**src/design/assert_macros.svh**
```systemverilog
// Assertion macros used by the Bloom filter insert engine.
`ifndef ASSERT_MACROS_SVH
`define ASSERT_MACROS_SVH

`ifndef SYNTHESIS

`define BFI_ASSERT(lbl, expr, msg) \
  lbl: assert property (@(posedge clk) disable iff (rst) (expr)) else $error(msg);

`define BFI_ASSERT_IMP(lbl, ante, cons, msg) \
  lbl: assert property (@(posedge clk) disable iff (rst) (ante) |-> (cons)) else $error(msg);

`define BFI_ASSERT_NXT(lbl, ante, cons, msg) \
  lbl: assert property (@(posedge clk) disable iff (rst) (ante) |=> (cons)) else $error(msg);

`else

`define BFI_ASSERT(lbl, expr, msg)
`define BFI_ASSERT_IMP(lbl, ante, cons, msg)
`define BFI_ASSERT_NXT(lbl, ante, cons, msg)

`endif

`endif

```
**src/design/bfi_ram.sv**
```systemverilog
// Generic single-port-write, single-port-read RAM with registered read data.
module bfi_ram #(
  parameter int unsigned WIDTH = 1,
  parameter int unsigned DEPTH = 1024
) (
  input  logic                     clk,
  input  logic                     we,
  input  logic [$clog2(DEPTH)-1:0] waddr,
  input  logic [WIDTH-1:0]         wdata,
  input  logic [$clog2(DEPTH)-1:0] raddr,
  output logic [WIDTH-1:0]         rdata
);

  logic [WIDTH-1:0] mem [DEPTH];

  always_ff @(posedge clk) begin
    if (we) begin
      mem[waddr] <= wdata;
    end
    rdata <= mem[raddr];
  end

endmodule

```
**config.mk**
```make
export PLATFORM = sky130hd
export DESIGN_NAME = bfi_ram
export DESIGN_NICKNAME = d
export VERILOG_FILES = /design/src/design/assert_macros.svh /design/src/design/bfi_ram.sv
export SDC_FILE = /design/constraint.sdc
export NUM_CORES = 1
export LEC_CHECK = 0
export ABC_AREA = 0
export BUFFER_PORTS_ARGS = -buffer_cell sky130_fd_sc_hd__buf_2
export CELL_PAD_IN_SITES_DETAIL_PLACEMENT = 1
export CELL_PAD_IN_SITES_GLOBAL_PLACEMENT = 1
export CORE_MARGIN = 1
export CORE_UTILIZATION = 49
export DETAILED_ROUTE_END_ITERATION = 7
export PLACE_DENSITY_LB_ADDON = 0.1
export SLEW_MARGIN = 20
export SYNTH_ARGS = -nofsm -noshare
export SYNTH_HDL_FRONTEND = slang
export SYNTH_SLANG_ARGS = --single-unit
```
**constraint.sdc**
```tcl
create_clock -name clk -period 5.2 [get_ports clk]
set_input_delay 1.04 -clock clk [delete_from_list [all_inputs] [get_ports clk]]
set_output_delay 1.04 -clock clk [all_outputs]
set_load 0.005 [all_outputs]
```
==> flow_summary_export.csv <==
group,metric,value,unit
timing,hold_viol,0,
route,drtIter0Drc,3209,
synthesis,yosysSeqAreaShare,68.9,%
timing,period_share,75.9,%
critical_path,cp_slowest_cell,"mux4_1",
critical_path,worstPathRequired,5.77,ns
timing,final-setup-viol-count,0,
global_routing,first_global_vias,29000,
timing,skew,0.0277,ns
synthesis,avgSynthCellArea,14.3,µm²
critical_path,crit_path_max_fanout,51,
timing,max_freq,253,MHz
critical_path,cp_cell_sequence,"buf_8, buf_12, mux4_1, a22oi_1, nand2_1, a21oi_1, nand4_1, and4_1, nor4_1, o2111ai_1",
floorplanning,initial_core_util,49.5,%
cts,cts_sinks,1025,
timing,rsz0062_at_grt,"no",
cts,root_buffer,"clkbuf_16",
cts,htreeDepth,3,
cts,post_cts_buffers,0,
global_routing,grt_max_degree,182,
synthesis,synth_edf_count,1024,
route,dr.pass1.iters,7,
place,gp_congestion,0.817,
finish,nNetsFinal,3086,
place,dp_hpwl,75400,µm
cts,clk_latency,0.70,ns
finish,area_growth,10.7,%
floorplanning,die_y,304,µm
synthesis,ys_ff_latch,1025,
critical_path,r2r-start,"mem[27]$_DFFE_PP_",
cts,cts_max_path_buffers,3,
status,status,"finished clean",
synthesis,synth.distinct_cells,56,
worst_hold_path,hold_class,"input port to flip-flop",
timing,setup_slack,1.25,ns
pwr,p_seq_share,52.0,%
place,placedCellCount,4128,
timing,post-route-min-period,3.95,ns
pwr,p_switching,3860,µW
pwr,p_int,13700,µW
pwr,p_leak,0.0148,µW
cts,cts_resized,0,
synthesis,async_flop_share,0,%
route,wire_per_inst,32.0,µm
critical_path,crit_buf_inv,2,
floorplanning,pin_count,24,
route,vias,27500,
floorplanning,dieWidth,304,µm
worst_hold_path,hold_end,"rdata$_DFF_P_",
route,drc,0,
critical_path,path_class,"input port to flip-flop",
critical_path,ff2ff_path_depth,9,
floorplanning,rows,110,
job,cap_violations,0,
cts,cts_tree,"built",
synthesis,ys.warnings.count,0,
critical_path,rrSetupSlack,2.28,ns
route,wl,139000,µm
pwr,pwr-share-clk,42.6,%
critical_path,arrival,4.52,ns
floorplanning,dieArea,92300,µm²
place,io_buffers,23,
place,detailedPlace.worstSlack,0.631,ns
pwr,ir_drop,279,µV
synthesis,syn_inst,3112,
synthesis,yosysTopAreaCell,"edfxtp_1",
global_routing,grt_overflow,0,
timing,fin_setup_tns,0,ns
timing,tightest_slew,1.21,ns
cts,path_clk_slew,0.06,ns
floorplanning,core_area,90100,µm²
pwr,power.density,354,nW/µm²
synthesis,synth.area.top_cells,"edfxtp_1 (69%), mux4_2 (10%), nor2_1 (8.7%)",
route,ant_nets,0,
critical_path,crit_family,"simple AND/OR/NAND/NOR gates",
place,placed_area,46100,µm²
cts,cts_hold_buffers,0,
pwr,power_frac_comb,5.4,%
critical_path,max_stage_delay,0.62,ns
synthesis,synth_fp_nets,3135,
pwr,swShare,22.0,%
cts,cts_inserted_buffers,109,
global_routing,antenna_found_initial,6,
timing,relSlewSlack,18.9,%
synthesis,synth-main-ff-cell,"edfxtp_1",
route,drt-vias-per-instance,6.34,
timing,drv_slew,0,
finish,design_area,49400,µm²
critical_path,critPathCaptureType,"flip-flop",
worst_hold_path,worstHoldPathCells,2,
critical_path,r2r_end,"rdata$_DFF_P_",
critical_path,start_kind,"input port",
global_routing,grt_util_all_layers,30.3,%
finish,drive_gt1_share,17.0,%
worst_hold_path,hold_start,"raddr[6]",
finish,final-instance-count-excl-fill,4331,
synthesis,synth_top_area_share,68.9,%
global_routing,grt_first_pass_wirelength,201000,µm
finish,postLayoutCoreUtil,54.8,%
synthesis,syn_area,44700,µm²
finish,nFillCells,8521,
-- worst max path at each step --
| stage | from | end | cells past startpoint |
|---|---|---|---|
| 6_report | raddr[0] | rdata$_DFF_P_ | 10 |
| 5_1_grt | raddr[0] | rdata$_DFF_P_ | 10 |
| 4_1_cts | raddr[0] | rdata$_DFF_P_ | 10 |
| 3_5_place_dp | raddr[0] | rdata$_DFF_P_ | 10 |
| 3_3_place_gp | raddr[0] | rdata$_DFF_P_ | 10 |
| 2_1_floorplan | raddr[0] | rdata$_DFF_P_ | 10 |
-- flip-flops by register name, summed over array words and instances, names as in the netlist --
signal / count
mem: 1024
rdata: 1
-- layout make-up --
cell class / count / area [µm²] / area share [%]
clock buffer: 136 / 2890 / 5.85
antenna: 6 / 15.0 / 0.0304
inverter: 6 / 22.5 / 0.0456
sequential: 1025 / 30800 / 62.2
clock inverter: 61 / 473 / 0.957
tap: 1176 / 1470 / 2.98
timing repair buffer: 143 / 1220 / 2.47
multi-input combinational: 1778 / 12600 / 25.4
-- per-layer routing --
layer	GRT usage, %	wire length, µm
met1	40.6	55100
met2	50.4	68700
met3	5.24	10900
met4	10.1	4100
met5	0	15
-- power groups by stage --
stage	combinational (µW)	clock, µW	sequential [µW]
after floorplan	526	0	9270
after global placement	919	0	9270
after detailed placement	940	0	9270
after CTS	942	7570	9100
after global routing	994	7860	9090
final	949	7470	9100
-- logic make-up (layout without fill, tap and decap cells) --
logic type,Yosys count,in the layout,share of synthesized area (%)
AOI/OAI and AO/OA,178,178,2.83
buffers and inverters,309,346,3.30
DFF,1025,1025,68.9
muxes,340,340,13.7
other,0,6,0
and+or+nand+nor,1260,1260,11.2
-- worst register-to-register path: cells and delay by family, from the launching register on --
kind	cells	cell delay [ns]
buffers and inverters	1	0.18
DFF	1	0.38
and+or+nand+nor	2	0.75
muxes	1	0.49
AOI/OAI and AO/OA	5	1.01
-- through the flow --
step	hold slack, ns	power (µW)
2_1_floorplan	0.896	9800
3_3_place_gp	1.22	10200
3_5_place_dp	1.23	10200
4_1_cts	0.732	17600
5_1_grt	0.760	17900
6_report	0.776	17500
-- cells in the mapped netlist, drive strengths merged (2+ instances only) --
| master | number |
|---|---|
| or2 | 2 |
| clkbuf | 189 |
| a31oi | 4 |
| a221oi | 2 |
| edfxtp | 1024 |
| nor3b | 8 |
| o22ai | 28 |
| o21ai | 13 |
| o311ai | 2 |
| and3 | 4 |
| and3b | 3 |
| and4 | 2 |
| nor2b | 11 |
| nor3 | 37 |
| o2111ai | 2 |
| nand4 | 10 |
| a2111oi | 6 |
| buf | 114 |
| a21oi | 37 |
| nor2 | 1036 |
| inv | 4 |
| mux4 | 214 |
| o221ai | 49 |
| nand2b | 8 |
| a211oi | 4 |
| mux2 | 3 |
| a22o | 4 |
| o31a | 2 |
| a311oi | 3 |
| nand2 | 86 |
| or3b | 2 |
| nor4 | 5 |
| a22oi | 17 |
| clkinv | 2 |
| mux2i | 123 |
| and2 | 6 |
| nand3 | 37 |
-- placed cells by master, fill, tap and decap left out, types with 4 or more instances in the layout --
master,netlist,final
nor2_1,1036,1036
edfxtp_1,1024,1024
mux4_2,200,200
mux2i_1,123,123
clkbuf_16,0,112
buf_4,13,106
nand2_1,86,76
o221ai_1,49,49
nor3_1,37,37
a21oi_1,37,37
o22ai_1,28,28
clkinv_1,2,28
nand3_2,0,24
clkbuf_1,186,24
clkinv_2,0,20
buf_2,19,20
a22oi_1,17,17
mux4_1,14,14
buf_12,3,14
nand3_1,37,13
nor2b_1,11,11
o21ai_0,11,11
nand4_1,10,10
nand2_2,0,8
nor3b_1,8,7
nand2b_1,8,7
bufinv_16,0,7
diode_2,0,6
and2_1,6,6
a2111oi_0,6,6
nor4_1,5,5
and3_1,4,4
a31oi_1,4,4
a211oi_1,4,4
a22o_1,4,4
(Power assumes the default switching activity.)
